$ cat src/hdl/hpa_pkg.sv
package hpa_pkg;

    localparam int HANDLE_W   = 8;
    localparam int HANDLE_NUM = 1 << HANDLE_W;
    localparam int COUNT_W    = HANDLE_W + 1;
    localparam int CMD_W      = 2;
    localparam int STATUS_W   = 2;
    localparam int POOL_SIZE_DEFAULT = 256;

    localparam logic [CMD_W-1:0] CMD_ALLOC   = 2'd0;
    localparam logic [CMD_W-1:0] CMD_TRY     = 2'd1;
    localparam logic [CMD_W-1:0] CMD_RELEASE = 2'd2;

    localparam logic [STATUS_W-1:0] STATUS_OK          = 2'd0;
    localparam logic [STATUS_W-1:0] STATUS_NO_RELEASED = 2'd1;
    localparam logic [STATUS_W-1:0] STATUS_EXHAUSTED   = 2'd2;
    localparam logic [STATUS_W-1:0] STATUS_BAD_RELEASE = 2'd3;

    typedef enum logic [0:0] {
        ST_IDLE,
        ST_LOOKUP
    } state_t;

    typedef struct packed {
        logic load;
        logic commit;
    } ctl_cmd_t;

    typedef struct packed {
        logic out_free;
    } dp_status_t;

endpackage

$ cat src/hdl/hpa_ctrl.sv
module hpa_ctrl (
    input  logic               aclk,
    input  logic               aresetn,
    input  logic               s_tvalid,
    output logic               s_tready,
    input  hpa_pkg::dp_status_t dp_sts,
    output hpa_pkg::ctl_cmd_t  ctl_cmd
);

    hpa_pkg::state_t state_reg;
    hpa_pkg::state_t state_next;

    always_ff @(posedge aclk) begin
        if (!aresetn) begin
            state_reg <= hpa_pkg::ST_IDLE;
        end else begin
            state_reg <= state_next;
        end
    end

    always_comb begin
        state_next = state_reg;
        unique case (state_reg)
            hpa_pkg::ST_IDLE: begin
                if (s_tvalid) begin
                    state_next = hpa_pkg::ST_LOOKUP;
                end
            end
            hpa_pkg::ST_LOOKUP: begin
                if (dp_sts.out_free) begin
                    state_next = hpa_pkg::ST_IDLE;
                end
            end
            default: state_next = hpa_pkg::ST_IDLE;
        endcase
    end

    always_comb begin
        s_tready       = 1'b0;
        ctl_cmd.load   = 1'b0;
        ctl_cmd.commit = 1'b0;
        unique case (state_reg)
            hpa_pkg::ST_IDLE: begin
                s_tready     = 1'b1;
                ctl_cmd.load = s_tvalid;
            end
            hpa_pkg::ST_LOOKUP: begin
                ctl_cmd.commit = dp_sts.out_free;
            end
            default: begin
                s_tready = 1'b0;
            end
        endcase
    end

endmodule

$ cat src/hdl/hpa_dpath.sv
module hpa_dpath #(
    parameter int POOL_SIZE = hpa_pkg::POOL_SIZE_DEFAULT
) (
    input  logic                          aclk,
    input  logic                          aresetn,
    input  logic [hpa_pkg::CMD_W-1:0]     s_cmd,
    input  logic [hpa_pkg::HANDLE_W-1:0]  s_handle,
    input  hpa_pkg::ctl_cmd_t             ctl_cmd,
    output hpa_pkg::dp_status_t           dp_sts,
    output logic                          m_tvalid,
    input  logic                          m_tready,
    output logic [hpa_pkg::HANDLE_W-1:0]  m_granted,
    output logic [hpa_pkg::STATUS_W-1:0]  m_status
);

    localparam int LIMIT_INT = (POOL_SIZE < hpa_pkg::HANDLE_NUM) ? POOL_SIZE
                                                                  : hpa_pkg::HANDLE_NUM;
    localparam logic [hpa_pkg::COUNT_W-1:0] POOL_LIMIT = hpa_pkg::COUNT_W'(LIMIT_INT);

    logic                          busy_mem [hpa_pkg::HANDLE_NUM];
    logic [hpa_pkg::HANDLE_NUM-1:0] busy_vld_reg;
    logic [hpa_pkg::HANDLE_W-1:0]  queue_mem [hpa_pkg::HANDLE_NUM];

    logic [hpa_pkg::CMD_W-1:0]     cmd_reg;
    logic [hpa_pkg::HANDLE_W-1:0]  handle_reg;
    logic                          busy_rd_reg;
    logic                          vld_rd_reg;
    logic [hpa_pkg::HANDLE_W-1:0]  queue_rd_reg;

    logic [hpa_pkg::HANDLE_W-1:0]  head_reg;
    logic [hpa_pkg::HANDLE_W-1:0]  head_next;
    logic [hpa_pkg::HANDLE_W-1:0]  tail_reg;
    logic [hpa_pkg::HANDLE_W-1:0]  tail_next;
    logic [hpa_pkg::COUNT_W-1:0]   count_reg;
    logic [hpa_pkg::COUNT_W-1:0]   count_next;
    logic [hpa_pkg::COUNT_W-1:0]   fresh_reg;
    logic [hpa_pkg::COUNT_W-1:0]   fresh_next;

    logic                          m_tvalid_reg;
    logic [hpa_pkg::HANDLE_W-1:0]  granted_reg;
    logic [hpa_pkg::STATUS_W-1:0]  status_reg;

    logic                          busy_we;
    logic [hpa_pkg::HANDLE_W-1:0]  busy_waddr;
    logic                          busy_wdata;
    logic                          queue_we;
    logic [hpa_pkg::HANDLE_W-1:0]  granted_next;
    logic [hpa_pkg::STATUS_W-1:0]  status_next;
    logic                          queue_nonempty;
    logic                          handle_busy;

    assign queue_nonempty = (count_reg != '0);
    assign handle_busy    = vld_rd_reg & busy_rd_reg
                            & ({1'b0, handle_reg} < POOL_LIMIT);

    always_comb begin
        head_next    = head_reg;
        tail_next    = tail_reg;
        count_next   = count_reg;
        fresh_next   = fresh_reg;
        busy_we      = 1'b0;
        busy_waddr   = handle_reg;
        busy_wdata   = 1'b0;
        queue_we     = 1'b0;
        granted_next = '0;
        status_next  = hpa_pkg::STATUS_OK;
        case (cmd_reg) inside
            hpa_pkg::CMD_ALLOC, hpa_pkg::CMD_TRY: begin
                if (queue_nonempty) begin
                    granted_next = queue_rd_reg;
                    busy_we      = 1'b1;
                    busy_waddr   = queue_rd_reg;
                    busy_wdata   = 1'b1;
                    head_next    = head_reg + 1'b1;
                    count_next   = count_reg - 1'b1;
                end else if (cmd_reg == hpa_pkg::CMD_TRY) begin
                    status_next = hpa_pkg::STATUS_NO_RELEASED;
                end else if (fresh_reg < POOL_LIMIT) begin
                    granted_next = fresh_reg[hpa_pkg::HANDLE_W-1:0];
                    busy_we      = 1'b1;
                    busy_waddr   = fresh_reg[hpa_pkg::HANDLE_W-1:0];
                    busy_wdata   = 1'b1;
                    fresh_next   = fresh_reg + 1'b1;
                end else begin
                    status_next = hpa_pkg::STATUS_EXHAUSTED;
                end
            end
            hpa_pkg::CMD_RELEASE: begin
                if (handle_busy) begin
                    busy_we    = 1'b1;
                    busy_waddr = handle_reg;
                    busy_wdata = 1'b0;
                    queue_we   = 1'b1;
                    tail_next  = tail_reg + 1'b1;
                    count_next = count_reg + 1'b1;
                end else begin
                    status_next = hpa_pkg::STATUS_BAD_RELEASE;
                end
            end
            default: begin
                status_next = hpa_pkg::STATUS_BAD_RELEASE;
            end
        endcase
    end

    always_ff @(posedge aclk) begin
        if (ctl_cmd.load) begin
            cmd_reg      <= s_cmd;
            handle_reg   <= s_handle;
            busy_rd_reg  <= busy_mem[s_handle];
            vld_rd_reg   <= busy_vld_reg[s_handle];
            queue_rd_reg <= queue_mem[head_reg];
        end
        if (ctl_cmd.commit && busy_we) begin
            busy_mem[busy_waddr] <= busy_wdata;
        end
        if (ctl_cmd.commit && queue_we) begin
            queue_mem[tail_reg] <= handle_reg;
        end
        if (ctl_cmd.commit) begin
            granted_reg <= granted_next;
            status_reg  <= status_next;
        end
    end

    always_ff @(posedge aclk) begin
        if (!aresetn) begin
            busy_vld_reg <= '0;
            head_reg     <= '0;
            tail_reg     <= '0;
            count_reg    <= '0;
            fresh_reg    <= '0;
            m_tvalid_reg <= 1'b0;
        end else begin
            if (ctl_cmd.commit) begin
                head_reg  <= head_next;
                tail_reg  <= tail_next;
                count_reg <= count_next;
                fresh_reg <= fresh_next;
                if (busy_we) begin
                    busy_vld_reg[busy_waddr] <= 1'b1;
                end
                m_tvalid_reg <= 1'b1;
            end else if (m_tready) begin
                m_tvalid_reg <= 1'b0;
            end
        end
    end

    assign dp_sts.out_free = !m_tvalid_reg || m_tready;
    assign m_tvalid        = m_tvalid_reg;
    assign m_granted       = granted_reg;
    assign m_status        = status_reg;

endmodule

$ cat src/hdl/handle_pool_allocator_unit.sv
// Channel | Dir | Ports                    | Payload
// s_      | in  | s_tvalid/s_tready/s_tdata | s_tdata[7:0] handle, s_tuser[1:0] cmd
// m_      | out | m_tvalid/m_tready/m_tdata | m_tdata[7:0] granted_handle, m_tuser[1:0] status
//
// Each request reads the busy map and free queue memories in IDLE, then LOOKUP decides and
// writes the busy map (and the free queue on a release) back; the next is taken after that.
// A result waits in the output register while the next request is accepted and read;
// its write-back holds until the output register is free.
// aresetn is synchronous and clears the busy map valid bits, queue pointers and fresh counter.
module handle_pool_allocator_unit #(
    parameter int POOL_SIZE = hpa_pkg::POOL_SIZE_DEFAULT
) (
    input  logic                          aclk,
    input  logic                          aresetn,
    input  logic                          s_tvalid,
    output logic                          s_tready,
    input  logic [7:0]                    s_tdata,  // [7:0] handle
    input  logic [hpa_pkg::CMD_W-1:0]     s_tuser,  // [1:0] cmd
    output logic                          m_tvalid,
    input  logic                          m_tready,
    output logic [7:0]                    m_tdata,  // [7:0] granted_handle
    output logic [hpa_pkg::STATUS_W-1:0]  m_tuser   // [1:0] status
);

    hpa_pkg::ctl_cmd_t   ctl_cmd;
    hpa_pkg::dp_status_t dp_sts;

    hpa_ctrl u_ctrl (
        .aclk     (aclk),
        .aresetn  (aresetn),
        .s_tvalid (s_tvalid),
        .s_tready (s_tready),
        .dp_sts   (dp_sts),
        .ctl_cmd  (ctl_cmd)
    );

    hpa_dpath #(
        .POOL_SIZE (POOL_SIZE)
    ) u_dpath (
        .aclk      (aclk),
        .aresetn   (aresetn),
        .s_cmd     (s_tuser),
        .s_handle  (s_tdata),
        .ctl_cmd   (ctl_cmd),
        .dp_sts    (dp_sts),
        .m_tvalid  (m_tvalid),
        .m_tready  (m_tready),
        .m_granted (m_tdata),
        .m_status  (m_tuser)
    );

endmodule

$ cat config.mk
export PLATFORM = sky130hd
export DESIGN_NAME = handle_pool_allocator_unit
export DESIGN_NICKNAME = d
export VERILOG_FILES = /design/src/hdl/hpa_pkg.sv /design/src/hdl/hpa_ctrl.sv /design/src/hdl/hpa_dpath.sv /design/src/hdl/handle_pool_allocator_unit.sv
export SDC_FILE = /design/constraint.sdc
export NUM_CORES = 2
export LEC_CHECK = 0
export ABC_AREA = 1
export BUFFER_PORTS_ARGS = -buffer_cell sky130_fd_sc_hd__buf_2
export CORE_UTILIZATION = 45
export CTS_BUF_LIST = sky130_fd_sc_hd__clkbuf_4 sky130_fd_sc_hd__clkbuf_8 sky130_fd_sc_hd__clkbuf_16
export CTS_CLUSTER_DIAMETER = 150
export DETAILED_ROUTE_END_ITERATION = 8
export PLACE_DENSITY = 0.58
export SYNTH_ARGS = -nofsm -noshare
export SYNTH_HDL_FRONTEND = slang
export SYNTH_SLANG_ARGS = --single-unit
$ cat constraint.sdc
create_clock -name aclk -period 9.15 [get_ports aclk]
set_input_delay 1.3725 -clock aclk [delete_from_list [all_inputs] [get_ports aclk]]
set_output_delay 1.3725 -clock aclk [all_outputs]
set_load 0.05 [all_outputs]
======== After elaboration in Yosys (flattened, before gate mapping) ========
Memory sizes are Yosys's and may differ from the RTL's. A register that Yosys moved wholly into a read port is not among the register bits.
Cells that the tools add are included.
storage, ports and cells
  bits in writable memories ............... 2,304
  output and inout port bits .............. 12
  logic and storage cells ................. 89
  input port bits ......................... 14
  memories ................................ 2
  register bits ........................... 313
memory list
  name               words  width  rd ports  clocked after memory_dff  wr ports  line             text
  u_dpath.queue_mem  256    8      1         1                         1         hpa_dpath.sv:22  logic [hpa_pkg::HANDLE_W-1:0] queue_mem [hpa_pkg::HANDLE_NUM];
  u_dpath.busy_mem   256    1      1         1                         1         hpa_dpath.sv:20  logic busy_mem [hpa_pkg::HANDLE_NUM];
cells by class
  $lt $le $gt $ge ......................... 4
  bitwise logic cells ..................... 6
  mux-type cells .......................... 41
  reductions and logical operators ........ 16
  equality and inequality tests ........... 3
  add/subtract/negate cells ............... 5
operators by type and width
  kind                                                                                  number
  256-bit bitwise OR                                                                    1
  8-bit two-way mux                                                                     7
  9-bit two-way mux                                                                     4
  1-bit two-way mux                                                                     21
  9-bit by 1-bit adder with 9-bit output (second input constant)                        2
  8-bit by 9-bit < comparator with 1-bit output (second input constant)                 2
  8-bit by 1-bit adder with 8-bit output (second input constant)                        2
  2-bit two-way mux                                                                     6
  9-bit < comparator (second input constant)                                            1
  9-bit nonzero test                                                                    1
  9-bit by 1-bit subtractor with 9-bit output (second input constant)                   1
  1-bit binary-select mux with 8-bit select                                             1
  1-bit demux with 8-bit select                                                         1
  8-bit by 1-bit greater-or-equal comparator with 1-bit output (second input constant)  1
  4-bit AND reduction                                                                   2
  2-bit nonzero test                                                                    3
  5-bit AND reduction                                                                   1
  1-bit inverter                                                                        4
  1-bit logical AND                                                                     3
  3-bit AND reduction                                                                   1
  2-bit by 1-bit equality test with 1-bit output (second input constant)                1
  2-bit equality test (second input constant)                                           1
  2-bit zero test                                                                       1
  2-bit by 1-bit != test with 1-bit output (second input constant)                      1
  other kinds (6)                                                                       6

======== Depth between registers and ports, before layout ========
  word-level depth ........................ 10
  mapped depth ............................ 19
  gate-level depth less buffers ........... 15

======== Hierarchy ========
A second synthesis with hierarchy kept.
second synthesis, totals
  cell total of the unflattened synthesis .. 10,418
  area total of the unflattened synthesis .. 109,781.5 sq um
by module, submodules not included
  module     sequential area each (sq um)  cells each  area each (sq um)  times used
  hpa_dpath  75,912.8                      10,409      109,729.0          1
  hpa_ctrl   20.0                          9           52.6               1

======== Worst setup path before layout ========
OpenSTA, ideal clock, no wires.
  kind .................................... register to register
  start point ............................. reg u_dpath.handle_reg[0] in the netlist's numbering
  end point ............................... mem u_dpath.busy_mem[116] (enable)
  data arrival time ....................... 4,639 ps
  library setup time ...................... 238 ps
  buffers on the path ..................... 1
  period minus slack after synthesis ...... 4,877 ps
  slack ................................... 4,273 ps
  required time ........................... 8,912 ps
  stages on the path, launching flop included .. 15
  cells stage by stage .................... edfxtp_1 -> inv_1 -> nand2_1 -> o21ai_0 -> nand2_1 -> nand2_1 -> nand2_1 -> nand2_1 -> nand2_1 -> nand2_1 -> nand2_4 -> nor2_4 -> buf_4 -> nand2_1 -> inv_1
between the ends
  cells in the longest elaborated chain, start to end .. 4
ends and longest elaborated chain
  what                    line              text
  start, declared         hpa_dpath.sv:25   logic [hpa_pkg::HANDLE_W-1:0] handle_reg;
  start signal, assigned  hpa_dpath.sv:109  handle_reg <= s_handle;
  8-bit two-way mux       hpa_dpath.sv:78   end else if (fresh_reg < POOL_LIMIT) begin
  8-bit two-way mux       hpa_dpath.sv:76   end else if (cmd_reg == hpa_pkg::CMD_TRY) begin
  8-bit two-way mux       hpa_dpath.sv:69   if (queue_nonempty) begin
  8-bit two-way mux *     hpa_dpath.sv:67   case (cmd_reg) inside
  end, declared           hpa_dpath.sv:20
Every way passes the cells marked *; elsewhere a longest branch is shown, timed or not.

==> impl_results.rst <==
.. list-table::
   :header-rows: 1

   * - Metric
     - Value
   * - Number of clock sinks
     - 2626
   * - Post-route fraction of the period consumed by the critical path
     - 51.7%
   * - Placement-stage worst setup slack
     - 4.54 ns
   * - Sw power
     - 6.10 mW
   * - Postcts setup bufs
     - 0
   * - Count of nets after finishing
     - 10.2k
   * - Worst Path Required
     - 9.92 ns
   * - Maximum number of buffers from clock root to sink
     - 4
   * - Number of enable flip-flop cells after synthesis
     - 2334
   * - # H-tree levels
     - 5
   * - Initial drt markers
     - 9040
   * - Setup repair after global routing missed its margin
     - no
   * - RD Place Congestion
     - 0.867
   * - Wire length of the first global-routing pass
     - 479000 µm
   * - Number of flip-flops in the largest register
     - 2048
   * - Number of antenna violations at the first check in global routing
     - 9
   * - Routed wire length
     - around 320000 µm
   * - Total standard cell area after synthesis
     - 109000 µm²
   * - Commonest cells after routing, fill and taps aside
     - sky130_fd_sc_hd__edfxtp_1 (2334), sky130_fd_sc_hd__nand2_1 (2060), sky130_fd_sc_hd__nor2_1 (1734), sky130_fd_sc_hd__o21ai_0 (952), sky130_fd_sc_hd__nand3_1 (911)
   * - Pin count of the biggest net entering global routing
     - 228
   * - Post-CTS resize count
     - 0
   * - Root Buffer
     - sky130_fd_sc_hd__clkbuf_16
   * - Count of warnings emitted by yosys
     - 0
   * - Largest vdd supply drop
     - 0.174 mV
   * - Number of setup violations in the final report
     - 0
   * - Minimum setup slack in the final design
     - 4.42 ns
   * - Net switching share of the total power
     - between 20% and 30%
   * - Origin of the worst setup path
     - u_dpath.head_reg[0]
   * - Count of max-cap constraint violations
     - 0
   * - Syn Nets
     - 10.4k
   * - Worst path arrival time
     - around 5.5 ns
   * - Hpwl dp
     - 179000 µm
   * - Count of buffers inserted at the top-level ports
     - 25
   * - Starting density of the core
     - between 40% and 50%
   * - End of the worst register-to-register path
     - u_dpath.queue_rd_reg[7]
   * - Post-Synthesis Cells
     - 10.3k
   * - Clock group share of total power
     - 43.5%
   * - Top cells by area in the synthesized netlist
     - sky130_fd_sc_hd__edfxtp_1 (64%), sky130_fd_sc_hd__nand2_1 (7.1%), sky130_fd_sc_hd__nor2_1 (6.0%)
   * - Overall fraction of global-route tracks in use
     - 26.1%
   * - Number of synthesized register bits
     - about 2.6k
   * - Area taken by flip-flops and latches
     - 75900 µm²
   * - Hold buffers post-CTS
     - 0
   * - Proportion of synthesized chip area in sequential cells
     - 69.4%
   * - Post-synth ARST share
     - 0%
   * - Number of global-route vias before repair
     - between 70k and 80k
   * - Remaining global-route overflow
     - 0
   * - Status
     - completed
   * - Worst slew margin relative to its limit
     - between 20% and 30%
   * - Die Outline Area
     - 245000 µm²
   * - Initial DRT Pass Iterations
     - 8
   * - Startpoint types
     - flop
   * - Final critical delay including setup and external delays
     - 4.73 ns
   * - Routed vias
     - approximately 75k
   * - Chip height
     - 495 µm
   * - Sequential share of power
     - 50.0%
   * - Most common flop cell mapped by yosys
     - sky130_fd_sc_hd__edfxtp_1
   * - Share of the synthesized area in the top cell type
     - 64.0%
   * - Critical Path Sink
     - u_dpath.queue_rd_reg[7]
   * - Power density of the placed cells
     - 217 nW/µm²
   * - Avg Cell Area, Syn
     - 10.6 µm²
   * - Worst clock skew on the final layout
     - 0.0794 ns
   * - Worst Path Max Fanout
     - about 200
   * - Die Width
     - 495 µm
   * - Share of layout cells above drive strength 1
     - 6.67%
   * - Placement Rows
     - 180
   * - Path type of the worst min-delay path
     - flop to flop
   * - Area growth syn-to-layout
     - 10.6%
   * - Num CTS Buffers
     - 294
   * - Transition at the pin with the smallest max-transition slack
     - 1.17 ns
   * - Worst-Skew Late Latency
     - 0.94 ns
   * - Classification of the worst setup path
     - flop to flop
   * - Number of pins exceeding their max-slew limit in the final report
     - 0
   * - Endpoints failing hold
     - 0
   * - Aggregate negative setup slack
     - 0 ns
   * - Post-route total power
     - 26.3 mW
   * - Distinct cells, synth
     - 42
   * - Area of the multi-input gates
     - 28100 µm²
   * - DRC violations left
     - 0
   * - R2R setup slack
     - between 4 and 5 ns
   * - Placeable Area
     - 241000 µm²
   * - Most common cell after layout, fill and taps aside
     - sky130_fd_sc_hd__edfxtp_1
   * - WL/cell
     - ~24 µm
   * - Fillers
     - 21.4k
   * - Combinational Power Share
     - 6.6%
   * - Startpoint of the lowest-slack register-to-register path
     - u_dpath.head_reg[0]
   * - Path depth of the worst reg2reg path
     - 13
   * - Achievable Freq
     - 211 MHz
   * - Total leakage power
     - 43.6 nW
   * - Vias per cell
     - 5.58
   * - Final Util
     - ~50%
   * - I/O Pins
     - 26
   * - Clock slew seen by the registers of the worst setup and hold paths
     - 0.06 ns
   * - Clock tree from TritonCTS
     - done
   * - Internal power
     - 20.2 mW
   * - Count of antenna-violating nets left after detailed routing
     - 0
   * - Area leader, netlist
     - sky130_fd_sc_hd__edfxtp_1
   * - Worst setup EP type
     - flop
## through the flow
stage	cells	hold slack (ns)	cell area [µm²]
after floorplan	10300	0.430	109000
after global placement	13000	0.436	112000
after detailed placement	13000	0.440	112000
after CTS	13500	0.449	121000
after global routing	13500	0.461	121000
final	13500	0.448	121000
## worst min path at each step
stage / from / endpoint / slack, ns / cells after the start
after global routing: u_dpath.busy_vld_reg[40] / u_dpath.busy_vld_reg[40] / 0.46 / 2
final: u_dpath.busy_vld_reg[44] / u_dpath.busy_vld_reg[44] / 0.45 / 2
after CTS: u_dpath.busy_vld_reg[24] / u_dpath.busy_vld_reg[24] / 0.45 / 2
after detailed placement: u_dpath.busy_vld_reg[24] / u_dpath.busy_vld_reg[24] / 0.44 / 2
after global placement: u_dpath.busy_vld_reg[71] / u_dpath.busy_vld_reg[71] / 0.44 / 2
after floorplan: u_dpath.busy_vld_reg[0] / u_dpath.busy_vld_reg[0] / 0.43 / 2
## cell usage after synthesis (20+ instances only)
cell and count:
sky130_fd_sc_hd__o211ai_1 110, sky130_fd_sc_hd__nor2_4 36, sky130_fd_sc_hd__nand3_1 911, sky130_fd_sc_hd__buf_4 26
sky130_fd_sc_hd__dfxtp_1 292, sky130_fd_sc_hd__edfxtp_1 2334, sky130_fd_sc_hd__o22ai_1 37, sky130_fd_sc_hd__buf_6 24
sky130_fd_sc_hd__nor2_1 1737, sky130_fd_sc_hd__buf_2 145, sky130_fd_sc_hd__o21ai_1 20, sky130_fd_sc_hd__a21oi_1 403
sky130_fd_sc_hd__o21ai_0 952, sky130_fd_sc_hd__buf_1 94, sky130_fd_sc_hd__nand2_1 2073, sky130_fd_sc_hd__inv_1 683
sky130_fd_sc_hd__clkbuf_1 350
## power by group through the flow
stage / clock network [mW] / logic (mW) / registers (mW)
6_report: 11.4 / 1.72 / 13.2
5_1_grt: 12.0 / 1.88 / 13.1
4_1_cts: 11.6 / 1.72 / 13.1
3_5_place_dp: 0 / 1.72 / 13.4
3_3_place_gp: 0 / 1.72 / 13.4
2_1_floorplan: 0 / 1.02 / 13.5
## cell type report
cell class / count / share of cell area, %
repair buffers: 130 / 0.919
diodes: 6 / 0.0124
well taps: 3185 / 3.29
multi-input cells: 6375 / 23.2
clock buffers: 374 / 6.73
inverters: 697 / 2.19
flip-flops and latches: 2626 / 62.8
clock inverters: 126 / 0.866
## routing by layer
| metal | GRT usage (%) | vias to the layer above | routed length [µm] |
|---|---|---|---|
| met5 | 0 | - | 13 |
| met4 | 10.4 | 2 | 13800 |
| met3 | 3.74 | 639 | 23800 |
| met2 | 41.7 | 3085 | 151000 |
| met1 | 35.9 | 37000 | 135000 |
| li1 | - | 34700 | - |
## logic make-up after synthesis
kind of cell	Yosys count	share of synthesized area [%]
buffers and inverters	1336	5.00
XOR/XNOR	7	0.0560
AO/OA/AOI/OAI	1532	7.33
adder cells (fa/ha/maj)	15	0.178
flip-flops	2626	69.4
AND/OR/NAND/NOR	4821	18.0
## worst max-delay path, cell delays in order (launching register included)
cell,delay [ns]
sky130_fd_sc_hd__dfxtp_4,0.57
sky130_fd_sc_hd__inv_8,0.55
sky130_fd_sc_hd__buf_12,0.47
sky130_fd_sc_hd__buf_4,0.84
sky130_fd_sc_hd__o21ai_0,0.15
sky130_fd_sc_hd__o21ai_0,0.29
sky130_fd_sc_hd__nand2_1,0.09
sky130_fd_sc_hd__nand2_1,0.11
sky130_fd_sc_hd__nor2_1,0.09
sky130_fd_sc_hd__nand2_1,0.08
sky130_fd_sc_hd__nand3_1,0.33
sky130_fd_sc_hd__nand2_1,0.20
sky130_fd_sc_hd__nand3_1,0.09
sky130_fd_sc_hd__nand2_1,0.09
(Power assumes the default switching activity.)
